<file path="src/rtl/swe_pkg.sv">
// ----------------------------------------------------------------------------
// swe_pkg
// Types, codes and constants shared by the single-wire EEPROM slave files.
// ----------------------------------------------------------------------------
package swe_pkg;

  localparam int unsigned MemDepth = 128;
  localparam int unsigned AddrW    = $clog2(MemDepth);
  localparam int unsigned DurW     = 20;
  localparam int unsigned CfgIdxW  = 3;

  localparam logic [3:0] OpcodeEeprom = 4'hA;
  localparam logic [7:0] EraseByte    = 8'hFF;

  localparam logic [CfgIdxW-1:0] CfgStartHighMin = 3'd0;
  localparam logic [CfgIdxW-1:0] CfgResetLowMin  = 3'd1;
  localparam logic [CfgIdxW-1:0] CfgOneLowMin    = 3'd2;
  localparam logic [CfgIdxW-1:0] CfgOneLowMax    = 3'd3;
  localparam logic [CfgIdxW-1:0] CfgZeroLowMin   = 3'd4;
  localparam logic [CfgIdxW-1:0] CfgZeroLowMax   = 3'd5;
  localparam logic [CfgIdxW-1:0] CfgChipAddress  = 3'd6;

  localparam logic [DurW-1:0] StartHighMinRst = 20'd84000;
  localparam logic [DurW-1:0] ResetLowMinRst  = 20'd25200;
  localparam logic [DurW-1:0] OneLowMinRst    = 20'd168;
  localparam logic [DurW-1:0] OneLowMaxRst    = 20'd336;
  localparam logic [DurW-1:0] ZeroLowMinRst   = 20'd1008;
  localparam logic [DurW-1:0] ZeroLowMaxRst   = 20'd2688;

  localparam logic [2:0] HoldNone = 3'd0;
  localparam logic [2:0] HoldBit  = 3'd1;
  localparam logic [2:0] HoldAck  = 3'd2;
  localparam logic [2:0] HoldDisc = 3'd6;

  localparam logic [2:0] BusReset = 3'd0;
  localparam logic [2:0] BusDisc  = 3'd1;
  localparam logic [2:0] BusIdle  = 3'd2;
  localparam logic [2:0] BusDin   = 3'd3;
  localparam logic [2:0] BusDout  = 3'd4;

  typedef enum logic [4:0] {
    ModeReset = 5'b00001,
    ModeDisc  = 5'b00010,
    ModeIdle  = 5'b00100,
    ModeDin   = 5'b01000,
    ModeDout  = 5'b10000
  } mode_e;

  typedef struct packed {
    logic level;
    logic gt_start;
    logic gt_reset;
    logic one;
    logic zero;
  } edge_info_t;

  function automatic logic [2:0] bus_code(input mode_e m);
    logic [2:0] c;
    unique case (m)
      ModeReset: c = BusReset;
      ModeDisc:  c = BusDisc;
      ModeIdle:  c = BusIdle;
      ModeDin:   c = BusDin;
      ModeDout:  c = BusDout;
      default:   c = BusReset;
    endcase
    return c;
  endfunction

  function automatic logic [AddrW-1:0] ptr_next(input logic [AddrW-1:0] p);
    return (p == AddrW'(MemDepth - 1)) ? '0 : p + AddrW'(1);
  endfunction

endpackage

</file>
<file path="src/rtl/single_wire_eeprom_slave.sv">
// Results: an accepted item is captured in the edge register, then its
// result in the result register, which waits while the output is stalled;
// one item is accepted every cycle while the output is not stalled.
// Throughput is set by the single state-update stage, which also keeps the
// RAM read ahead at the next address pointer.
// Reset: timing registers take their defaults, bus mode is reset, and 128
// valid bits make every byte read as 0xFF until written; no clearing pass.
// ----------------------------------------------------------------------------
// single_wire_eeprom_slave
// Slave side of a single-wire EEPROM bus: pulse decoding, byte handling,
// ACK/NACK and read-out of a 128-byte store.
// ----------------------------------------------------------------------------
module single_wire_eeprom_slave import swe_pkg::*; (
  input  logic               clk_i,
  input  logic               rst_ni,
  input  logic               in_valid_i,
  output logic               in_ready_o,
  input  logic               new_level_i,
  input  logic [DurW-1:0]    duration_i,
  output logic               out_valid_o,
  input  logic               out_ready_i,
  output logic               drive_o,
  output logic               drive_level_o,
  output logic [2:0]         hold_us_o,
  output logic [2:0]         bus_mode_o,
  input  logic               cfg_valid_i,
  output logic               cfg_ready_o,
  input  logic [CfgIdxW-1:0] cfg_index_i,
  input  logic [DurW-1:0]    cfg_data_i
);

  logic [DurW-1:0] start_high_min_q, reset_low_min_q, one_low_min_q, one_low_max_q;
  logic [DurW-1:0] zero_low_min_q, zero_low_max_q;
  logic [2:0]      chip_address_q;

  logic       s1_valid_q;
  edge_info_t s1_q, s1_d;
  logic       proc;

  mode_e            mode_q, mode_d;
  logic [3:0]       bit_count_q, bit_count_d;
  logic [7:0]       shift_in_q, shift_in_d;
  logic [7:0]       shift_out_q, shift_out_d;
  logic [1:0]       byte_index_q, byte_index_d;
  logic [3:0]       opcode_q, opcode_d;
  logic [AddrW-1:0] ptr_q, ptr_d;
  logic [MemDepth-1:0] mem_valid_q;
  logic             rvalid_q;

  logic             mem_we;
  logic [7:0]       mem_rdata;
  logic [7:0]       rd_byte;

  logic       out_valid_q;
  logic       drive_q, drive_d;
  logic       dlev_q, dlev_d;
  logic [2:0] hold_q, hold_d;
  logic [2:0] bus_q;

  assign cfg_ready_o = 1'b1;

  always_ff @(posedge clk_i or negedge rst_ni) begin
    if (!rst_ni) begin
      start_high_min_q <= StartHighMinRst;
      reset_low_min_q  <= ResetLowMinRst;
      one_low_min_q    <= OneLowMinRst;
      one_low_max_q    <= OneLowMaxRst;
      zero_low_min_q   <= ZeroLowMinRst;
      zero_low_max_q   <= ZeroLowMaxRst;
      chip_address_q   <= '0;
    end else if (cfg_valid_i) begin
      unique case (cfg_index_i)
        CfgStartHighMin: start_high_min_q <= cfg_data_i;
        CfgResetLowMin:  reset_low_min_q  <= cfg_data_i;
        CfgOneLowMin:    one_low_min_q    <= cfg_data_i;
        CfgOneLowMax:    one_low_max_q    <= cfg_data_i;
        CfgZeroLowMin:   zero_low_min_q   <= cfg_data_i;
        CfgZeroLowMax:   zero_low_max_q   <= cfg_data_i;
        CfgChipAddress:  chip_address_q   <= cfg_data_i[2:0];
        default: ;
      endcase
    end
  end

  // Classify the pulse on entry
  always_comb begin
    s1_d.level    = new_level_i;
    s1_d.gt_start = duration_i > start_high_min_q;
    s1_d.gt_reset = duration_i > reset_low_min_q;
    s1_d.one      = (duration_i > one_low_min_q) && (duration_i < one_low_max_q);
    s1_d.zero     = (duration_i > zero_low_min_q) && (duration_i < zero_low_max_q);
  end

  assign proc       = s1_valid_q && (!out_valid_q || out_ready_i);
  assign in_ready_o = !s1_valid_q || proc;

  always_ff @(posedge clk_i or negedge rst_ni) begin
    if (!rst_ni) begin
      s1_valid_q <= 1'b0;
    end else if (in_ready_o) begin
      s1_valid_q <= in_valid_i;
    end
  end

  always_ff @(posedge clk_i) begin
    if (in_valid_i && in_ready_o) begin
      s1_q <= s1_d;
    end
  end

  assign rd_byte = rvalid_q ? mem_rdata : EraseByte;

  always_comb begin
    logic [3:0] bc;
    logic [7:0] si;
    logic [1:0] bi;
    logic [7:0] so;
    logic       ack;
    mode_d       = mode_q;
    bit_count_d  = bit_count_q;
    shift_in_d   = shift_in_q;
    shift_out_d  = shift_out_q;
    byte_index_d = byte_index_q;
    opcode_d     = opcode_q;
    ptr_d        = ptr_q;
    mem_we       = 1'b0;
    drive_d      = 1'b0;
    dlev_d       = 1'b1;
    hold_d       = HoldNone;
    bc           = bit_count_q;
    si           = shift_in_q;
    bi           = byte_index_q;
    so           = shift_out_q;
    ack          = 1'b0;
    if (proc) begin
      if (!s1_q.level) begin
        if (s1_q.gt_start) begin
          mode_d = ModeIdle;
        end
      end else if (s1_q.gt_reset) begin
        bit_count_d = '0;
        shift_in_d  = '0;
        mode_d      = ModeDisc;
      end else begin
        unique case (mode_q)
          ModeDisc: begin
            if (s1_q.one) begin
              drive_d = 1'b1;
              dlev_d  = 1'b0;
              hold_d  = HoldDisc;
              mode_d  = ModeIdle;
            end
          end
          ModeIdle, ModeDin: begin
            if (mode_q == ModeIdle) begin
              bc          = '0;
              si          = '0;
              bi          = '0;
              opcode_d    = '0;
              shift_out_d = '0;
              mode_d      = ModeDin;
            end
            bit_count_d  = bc;
            shift_in_d   = si;
            byte_index_d = bi;
            if ((s1_q.one || s1_q.zero) && (bc < 4'd8)) begin
              shift_in_d  = {si[6:0], s1_q.one};
              bit_count_d = bc + 4'd1;
            end else if (bc == 4'd8) begin
              if (bi == 2'd0) begin
                opcode_d = si[7:4];
                if (si[3:1] == chip_address_q) begin
                  if (si[0]) begin
                    mode_d = ModeDout;
                  end
                  if (si[7:4] == OpcodeEeprom) begin
                    byte_index_d = 2'd1;
                    ack          = 1'b1;
                  end
                end
              end else if (bi == 2'd1) begin
                if ({24'd0, si} < 32'(MemDepth)) begin
                  ptr_d        = AddrW'(si);
                  byte_index_d = 2'd2;
                  ack          = 1'b1;
                end
              end else begin
                mem_we = 1'b1;
                ptr_d  = ptr_next(ptr_q);
                ack    = 1'b1;
              end
              shift_in_d  = '0;
              drive_d     = 1'b1;
              dlev_d      = !ack;
              hold_d      = HoldAck;
              bit_count_d = '0;
            end
          end
          ModeDout: begin
            if (bc < 4'd8) begin
              if ((bc == 4'd0) && (opcode_q == OpcodeEeprom)) begin
                so    = rd_byte;
                ptr_d = ptr_next(ptr_q);
              end
              drive_d     = 1'b1;
              dlev_d      = so[7];
              hold_d      = HoldBit;
              bit_count_d = bc + 4'd1;
              shift_out_d = {so[6:0], 1'b0};
            end else if (bc == 4'd8) begin
              if (s1_q.one) begin
                mode_d = ModeIdle;
              end
              bit_count_d = '0;
            end
          end
          ModeReset: ;
          default: ;
        endcase
      end
    end
  end

  always_ff @(posedge clk_i or negedge rst_ni) begin
    if (!rst_ni) begin
      mode_q       <= ModeReset;
      bit_count_q  <= '0;
      shift_in_q   <= '0;
      shift_out_q  <= '0;
      byte_index_q <= '0;
      opcode_q     <= '0;
      ptr_q        <= '0;
      mem_valid_q  <= '0;
      rvalid_q     <= 1'b0;
    end else begin
      mode_q       <= mode_d;
      bit_count_q  <= bit_count_d;
      shift_in_q   <= shift_in_d;
      shift_out_q  <= shift_out_d;
      byte_index_q <= byte_index_d;
      opcode_q     <= opcode_d;
      ptr_q        <= ptr_d;
      rvalid_q     <= mem_valid_q[ptr_d];
      if (mem_we) begin
        mem_valid_q[ptr_q] <= 1'b1;
      end
    end
  end

  // Read ahead at the next pointer so the byte is ready for the first bit
  swe_ram #(
    .Width (8),
    .Depth (MemDepth)
  ) u_ram (
    .clk_i   (clk_i),
    .we_i    (mem_we),
    .waddr_i (ptr_q),
    .wdata_i (shift_in_q),
    .raddr_i (ptr_d),
    .rdata_o (mem_rdata)
  );

  always_ff @(posedge clk_i or negedge rst_ni) begin
    if (!rst_ni) begin
      out_valid_q <= 1'b0;
    end else if (!out_valid_q || out_ready_i) begin
      out_valid_q <= proc;
    end
  end

  always_ff @(posedge clk_i) begin
    if (proc) begin
      drive_q <= drive_d;
      dlev_q  <= dlev_d;
      hold_q  <= hold_d;
      bus_q   <= bus_code(mode_d);
    end
  end

  assign out_valid_o   = out_valid_q;
  assign drive_o       = drive_q;
  assign drive_level_o = dlev_q;
  assign hold_us_o     = hold_q;
  assign bus_mode_o    = bus_q;

endmodule

</file>
<file path="src/rtl/swe_ram.sv">
// ----------------------------------------------------------------------------
// swe_ram
// Generic single-port-write, single-port-read RAM with registered read data.
// ----------------------------------------------------------------------------
module swe_ram #(
  parameter int unsigned Width = 8,
  parameter int unsigned Depth = 128,
  localparam int unsigned AW   = $clog2(Depth)
) (
  input  logic             clk_i,
  input  logic             we_i,
  input  logic [AW-1:0]    waddr_i,
  input  logic [Width-1:0] wdata_i,
  input  logic [AW-1:0]    raddr_i,
  output logic [Width-1:0] rdata_o
);

  logic [Width-1:0] mem_q [Depth];
  logic [Width-1:0] rdata_q;

  always_ff @(posedge clk_i) begin
    if (we_i) begin
      mem_q[waddr_i] <= wdata_i;
    end
    rdata_q <= mem_q[raddr_i];
  end

  assign rdata_o = rdata_q;

endmodule

</file>
<file path="config.mk">
export PLATFORM = sky130hd
export DESIGN_NAME = single_wire_eeprom_slave
export DESIGN_NICKNAME = d
export VERILOG_FILES = /design/src/rtl/swe_pkg.sv /design/src/rtl/single_wire_eeprom_slave.sv /design/src/rtl/swe_ram.sv
export SDC_FILE = /design/constraint.sdc
export NUM_CORES = 2
export LEC_CHECK = 0
export BUFFER_PORTS_ARGS = -buffer_cell sky130_fd_sc_hd__buf_2
export CORE_ASPECT_RATIO = 1.5
export CORE_MARGIN = 10
export CORE_UTILIZATION = 31
export DETAILED_ROUTE_END_ITERATION = 10
export PLACE_DENSITY = 0.45
export REMOVE_ABC_BUFFERS = 1
export SETUP_SLACK_MARGIN = 0.05
export SLEW_MARGIN = 20
export SYNTH_ARGS = -nofsm -noshare
export SYNTH_HDL_FRONTEND = slang
export SYNTH_HIERARCHICAL = 1
export SYNTH_SLANG_ARGS = --single-unit
</file>
<file path="constraint.sdc">
create_clock -name clk_i -period 6.8 [get_ports clk_i]
set_clock_uncertainty 0.15 [all_clocks]
set_input_delay 1.7 -clock clk_i [delete_from_list [all_inputs] [get_ports clk_i]]
set_output_delay 1.7 -clock clk_i [all_outputs]
set_load 0.05 [all_outputs]
</file>
== Word-level counts from Yosys, hierarchy flattened ==
Memories as Yosys holds them, arrays and structs flattened. A register that Yosys moved wholly into a read port is not among the register bits.
Cells that the tools add are included.
Storage, ports and cells
  bits of input ports: 49
  memories kept: 1
  memory bits (read-only): 0
  bits in registers: 305
  bits in latches: 0
  word-level logic and storage cells: 210
  memory bits (writable): 1024
  output and inout port bits: 11
Operators by class
  bitwise operators: 3
  add/sub/neg operators: 3
  eq/ne operators: 24
  div/mod/pow operators: 0
  shift operators: 0
  muxes and demuxes: 108
  $mul: 0
  order comparisons: 12
  reductions and logical operators: 32
Memory list
  u_ram.mem_q: depth 128, width 8, rd ports 1, clocked after memory_dff 1, wr ports 1, line swe_ram.sv:18  | logic [Width-1:0] mem_q [Depth];
Operators by type and width (number)
  OR 128 bit: 1
  2-to-1 mux 8 bit: 13
  greater-than comparator 20 bit: 4
  2-to-1 mux 7 bit: 11
  2-to-1 mux 5 bit: 13
  2-to-1 mux 4 bit: 14
  < comparator 20 bit: 2
  2-to-1 mux 1 bit: 32
  2-to-1 mux 2 bit: 14
  equality test 4 bit (second input constant): 4
  < comparator 7 x 8 -> 1 bit (second input constant): 2
  case mux 8 bit (2 select lines): 1
  case mux 5 bit (3 select lines): 1
  case mux 7 bit (2 select lines): 1
  AND reduction 2 bit: 7
  case mux 3 bit (4 select lines): 1
  equality test 5 x 2 -> 1 bit (second input constant): 2
  equality test 5 x 3 -> 1 bit (second input constant): 2
  equality test 5 x 4 -> 1 bit (second input constant): 2
  equality test 5 bit (second input constant): 2
  equality test 3 bit (second input constant): 3
  case mux 3 bit (3 select lines): 1
  adder 4 x 1 -> 4 bit (second input constant): 2
  < comparator 4 bit (second input constant): 2
  28 further kinds: 45

== Logic depth before layout (Yosys ltp) ==
  depth in word-level cells: 20
  mapped depth: 21
  gate-level depth less buffers: 16

== Cells and area by module ==
Netlist, hierarchy kept.
By module, submodules not included
  swe_ram: instances 1, area each 39656.8 um^2, cells an instance 1634, sequential area each 30909.6 um^2
  single_wire_eeprom_slave: instances 1, area each 16480.8 um^2, cells an instance 1572, sequential area each 7704.9 um^2

== Worst setup path before layout ==
Ideal clock, no wire load.
  path kind: register to register
  start: register shift_in_q[7]
  end: register u_ram.rdata_q[0], in the netlist u_ram/rdata_o[0], read port of u_ram.mem_q
  slack: 0.792 ns
  stages on the path, launching flop included: 14
  period minus slack after synthesis: 6.008 ns
  arrival time: 5.737 ns
  data required time: 6.529 ns
  setup time: 0.121 ns
  cell sequence: dfrtp_1 -> nor2b_1 -> o221ai_4 -> a2bb2oi_1 -> o22ai_2 -> o41ai_4 -> buf_6 -> buf_6 -> clkbuf_1 -> clkbuf_1 -> mux4_2 -> mux4_2 -> mux4_2 -> mux2_2
Between the ends
  word-level cells in the longest chain between the ends: 15
Ends and longest elaborated chain
  start, declared: line single_wire_eeprom_slave.sv:42  | logic [7:0] shift_in_q, shift_in_d;
  start signal, assigned: line single_wire_eeprom_slave.sv:238  | shift_in_q <= shift_in_d;
  2-to-1 mux 8 bit: line single_wire_eeprom_slave.sv:155  | if (mode_q == ModeIdle) begin
  2-to-1 mux 8 bit: line single_wire_eeprom_slave.sv:145  | unique case (mode_q)
  2-to-1 mux 8 bit: line single_wire_eeprom_slave.sv:140  | end else if (s1_q.gt_reset) begin
  2-to-1 mux 8 bit: line single_wire_eeprom_slave.sv:136  | if (!s1_q.level) begin
  2-to-1 mux 8 bit: line single_wire_eeprom_slave.sv:135  | if (proc) begin
  < comparator 8 bit: line single_wire_eeprom_slave.sv:182  | if ({24'd0, si} < 32'(MemDepth)) begin
  2-to-1 mux 7 bit: line single_wire_eeprom_slave.sv:182
  2-to-1 mux 7 bit: line single_wire_eeprom_slave.sv:181  | end else if (bi == 2'd1) begin
  2-to-1 mux 7 bit: line single_wire_eeprom_slave.sv:170  | if (bi == 2'd0) begin
  2-to-1 mux 7 bit: line single_wire_eeprom_slave.sv:169  | end else if (bc == 4'd8) begin
  2-to-1 mux 7 bit: line single_wire_eeprom_slave.sv:166  | if ((s1_q.one || s1_q.zero) && (bc < 4'd8)) begin
  case mux 7 bit (2 select lines): line single_wire_eeprom_slave.sv:145
  2-to-1 mux 7 bit: line single_wire_eeprom_slave.sv:140
  2-to-1 mux 7 bit: line single_wire_eeprom_slave.sv:136
  2-to-1 mux 7 bit: line single_wire_eeprom_slave.sv:135
  net ptr_d[0]: line single_wire_eeprom_slave.sv:46  | logic [AddrW-1:0] ptr_q, ptr_d;
  end, declared: line swe_ram.sv:19  | logic [Width-1:0] rdata_q;
The timed path passes the listed nets, and every way through them passes these cells. The select of a mux whose other input is x is not followed.
A chain may end at the register's enable or synchronous reset.

== Final worst setup path ==
  start: register mode_q[1]
  end: register u_ram.rdata_q[3], in the netlist u_ram/rdata_o[3], read port of u_ram.mem_q
Between the ends
  word-level cells in the longest chain between the ends: 16
  elaborated cells on any way between the ends: 34
Ends and longest elaborated chain
  start, declared: line single_wire_eeprom_slave.sv:40  | mode_e mode_q, mode_d;
  start signal, assigned: line single_wire_eeprom_slave.sv:226  | mode_q <= ModeReset;
  start signal, assigned: line single_wire_eeprom_slave.sv:236  | mode_q <= mode_d;
  equality test 5 x 3 -> 1 bit: line single_wire_eeprom_slave.sv:145, single_wire_eeprom_slave.sv:155
  2-to-1 mux 8 bit: line single_wire_eeprom_slave.sv:155
  2-to-1 mux 8 bit: line single_wire_eeprom_slave.sv:145
  2-to-1 mux 8 bit: line single_wire_eeprom_slave.sv:140
  2-to-1 mux 8 bit: line single_wire_eeprom_slave.sv:136
  2-to-1 mux 8 bit: line single_wire_eeprom_slave.sv:135
  < comparator 8 bit: line single_wire_eeprom_slave.sv:182
  2-to-1 mux 7 bit: line single_wire_eeprom_slave.sv:182
  2-to-1 mux 7 bit: line single_wire_eeprom_slave.sv:181
  2-to-1 mux 7 bit: line single_wire_eeprom_slave.sv:170
  2-to-1 mux 7 bit: line single_wire_eeprom_slave.sv:169
  2-to-1 mux 7 bit: line single_wire_eeprom_slave.sv:166
  case mux 7 bit (2 select lines) *: line single_wire_eeprom_slave.sv:145
  2-to-1 mux 7 bit *: line single_wire_eeprom_slave.sv:140
  2-to-1 mux 7 bit *: line single_wire_eeprom_slave.sv:136
  2-to-1 mux 7 bit *: line single_wire_eeprom_slave.sv:135
  net ptr_d[2]: line single_wire_eeprom_slave.sv:46
Mark *: on every way through the listed nets, which the timed path passes. The rest lies on a longest branch. The select of a mux whose other input is x is not followed.

==> results.md <==
* Final Instance Area at 0.0643 mm2
* Crit path DAT at 6.39 ns
* Fin nets at 3534
* Die width at 367 um
* Post-DRT Antenna Nets at 0
* GRT Overall Usage at 14.9%
* Postcts setup bufs at 0
* Worst path required time at 7.31 ns
* WL final at 149 mm
* Via count at 29113
* Port Buffer Count at 58
* GP Congestion at 0.748
* CTS clock-pin slew for the worst setup and hold paths at 0.07 ns
* R2r setup slk at 0.91 ns
* Placed Area at 0.0599 mm2
* CTS tree: yes
* Initial antenna violation count at 5
* Worst Tran Pin Value at 1.15 ns
* Worst r2r path cells at 15
* Critical R2R Capture: u_ram/rdata_o[3]
* Hold buffer count at cts at 0
* Pwr/cell area at 274 mW/mm2
* Worst setup path endpoint: u_ram/rdata_o[3]
* Cts repair resizes at 0
* Setup ws final at 0.914 ns
* Die ar. at 0.199 mm2
* Critical path class: reg2reg
* Synth warn at 6
* Largest net degree at the start of global routing at 127
* Syn avg cell area at 17.5 um2
* Num Clock Sinks at 1336
* Vert. Die Dim at 541 um
* DRC at 0
* Final Slew Violations at 0
* Max Buffers Root-to-Sink at 3
* Startpoint Class: flip-flop
* CTS H-tree lvls at 4
* CP Max Fanout at 29
* Rel. slew slack at 23.0%
* Synth unique cells at 91
* Status: complete, no violations
* Via density at 4.95
* Ports at 60
* Worst min path class: reg2reg
* Maximum vdd drop at 0.248 mV
* GR Overflow Total at 0
* Yosys reg bits at 1336
* Fmax at 170 MHz
* Vias in the first global route at 31168
* Reg2reg start: mode_q[1]
* Fin crit share at 86.6%
* Clock Latency Late Sink at 0.78 ns
* Num rows at 191
* Register area share after synthesis at 68.8%
* RSZ-0062 raised after global routing: false
* Global-route wire length before repair at 219 mm
* Synth Instances at 3206
* Synthesized area at 0.0561 mm2
* Initial Util at 31.1%
* Hold Vio Cnt, Final at 0
* CP endpoint kind: flip-flop
* Post-DR wirelength/cell at 25.4 um
* Tmin final at 5.89 ns
* Area Growth Syn to Fin at 14.6%
* Root Driver: clkbuf_16
* Final number of setup-violating endpoints at 0
* Most common cell after layout, fill and taps aside: edfxtp_1
* Hold slack at 0.301 ns
* 1st-iter DRT viols at 2042
* CTS buffer count at 134
* Pre-CTS setup slack at 0.528 ns
* Prevailing post-synth register cell: edfxtp_1
* EDFF count, synth at 1037
* Detailed Routing Iterations Pass 1 at 7
* Ratio of cells with drive above 1 in the final layout at 24.6%
* Dpl hpwl at 97.3 mm
* Max_cap viols at 0
* Async SR Flop Fraction at 21.8%
* CP startpoint: mode_q[1]
* Static leakage at 22.3 nW
* Most frequent cells in the layout: edfxtp_1, mux4_2, dfrtp_1
* Core footprint at 0.180 mm2
[per-layer routing]
layer	up-vias	track usage, %	part of all wire (%)
li1	12912	-	-
met5	-	0	0.016
met2	575	27.0	54
met1	15400	17.7	39
met4	4	4.83	3.1
met3	222	2.71	3.9
[cells in the mapped netlist, types with 6 or more instances]
cell | n | area [um2]
buf_6 | 8 | 90.1
a22o_1 | 11 | 96.3
dfrtp_1 | 265 | 6630
nor2_1 | 179 | 672
clkbuf_1 | 74 | 278
nand2_1 | 145 | 544
a22oi_1 | 7 | 52.6
edfxtp_1 | 1037 | 31100
nand3b_1 | 17 | 128
o31a_1 | 6 | 52.6
mux2_2 | 64 | 721
buf_2 | 28 | 140
a31oi_1 | 7 | 43.8
mux2i_1 | 66 | 661
o21bai_1 | 63 | 473
buf_4 | 8 | 60.1
nand3_1 | 29 | 145
ha_1 | 123 | 1540
o22ai_1 | 7 | 43.8
dfstp_2 | 26 | 683
nand4_1 | 27 | 169
mux4_2 | 340 | 7660
nor3_1 | 13 | 65.1
buf_1 | 33 | 124
a21oi_1 | 55 | 275
nor4_1 | 6 | 37.5
and3_1 | 9 | 56.3
o211ai_1 | 9 | 67.6
nor3b_1 | 6 | 45.0
o21ai_0 | 129 | 646
a21o_1 | 83 | 623
nand2b_1 | 28 | 175
dfxtp_1 | 8 | 160
inv_1 | 132 | 495
and2_1 | 7 | 43.8
nor2b_1 | 42 | 263
[critical path, cell delays in order, from the launching register on]
cell      delay, ns
dfrtp_1        0.47
nor3_4         0.44
nand2_1        0.20
nand2_1        0.14
ha_1           0.17
and3b_1        0.32
o221ai_4       0.23
nor3_2         0.27
nand2_1        0.14
a311oi_4       0.66
clkinv_8       0.31
buf_4          0.37
mux4_2         0.37
mux4_2         0.55
mux4_2         0.60
mux2_2         0.30
[logic make-up after synthesis]
kind of cell | synth area share (%)
AOI/OAI and AO/OA | 5.17
xor gates and xnor gates | 0.109
adders and majority gates | 2.74
buffers and inverters | 2.22
DFF | 68.8
muxes | 16.2
other | 0.00668
and+or+nand+nor | 4.75
[report_power, final]
part	internal (mW)	switching (mW)	leakage [nW]	total [mW]
registers	9.00	0.125	13.7	9.12
logic	0.375	0.596	6.40	0.972
clock network	4.31	3.19	2.15	7.50
total	13.7	3.91	22.3	17.6
[cell type report]
cell class,count,area [um2]
Antenna cell,3,7.51
Clock buffer,175,3700
Clock inverter,65,677
Fill cell,17057,116000
Inverter,134,515
Multi-Input combinational cell,1582,16400
Sequential cell,1336,38600
Tap cell,2412,3020
Timing Repair Buffer,174,1370
[how the worst min path moves through the flow]
| stage | start | to | slack [ns] | cells after the start |
|---|---|---|---|---|
| final | mem_valid_q[8] | mem_valid_q[8] | 0.30 | 1 |
| after floorplan | mem_valid_q[0] | mem_valid_q[0] | 0.28 | 1 |
| after detailed placement | mem_valid_q[38] | mem_valid_q[38] | 0.29 | 1 |
| after global placement | mem_valid_q[6] | mem_valid_q[6] | 0.29 | 1 |
| after CTS | mem_valid_q[70] | mem_valid_q[70] | 0.31 | 1 |
| after global routing | mem_valid_q[69] | mem_valid_q[69] | 0.32 | 1 |
[through the flow]
step                cells  total power [mW]  util, %  setup TNS, ns
CTS                  5878              17.9     35.6              0
global placement     5638              10.3     33.2              0
detailed placement   5638              10.3     33.2              0
finish               5881              17.6     35.6              0
floorplan            3052              9.90        -        -143.96
global route         5879              18.3     35.6              0
[flip-flops by register name, indices dropped and copies added (netlist names), 2 cells and up]
register and cells:
opcode_q 4, mem_valid_q 128, u_ram/mem_q 1024, shift_in_q 8, bus_mode_o 3, u_ram/rdata_o 8
reset_low_min_q 20, ptr_q 7, bit_count_q 4, hold_us_o 3, one_low_min_q 20, byte_index_q 2
zero_low_min_q 20, zero_low_max_q 20, mode_q 5, one_low_max_q 20, start_high_min_q 20, s1_q 5
shift_out_q 7, chip_address_q 3
No activity file was read; power rests on OpenSTA's default activity.
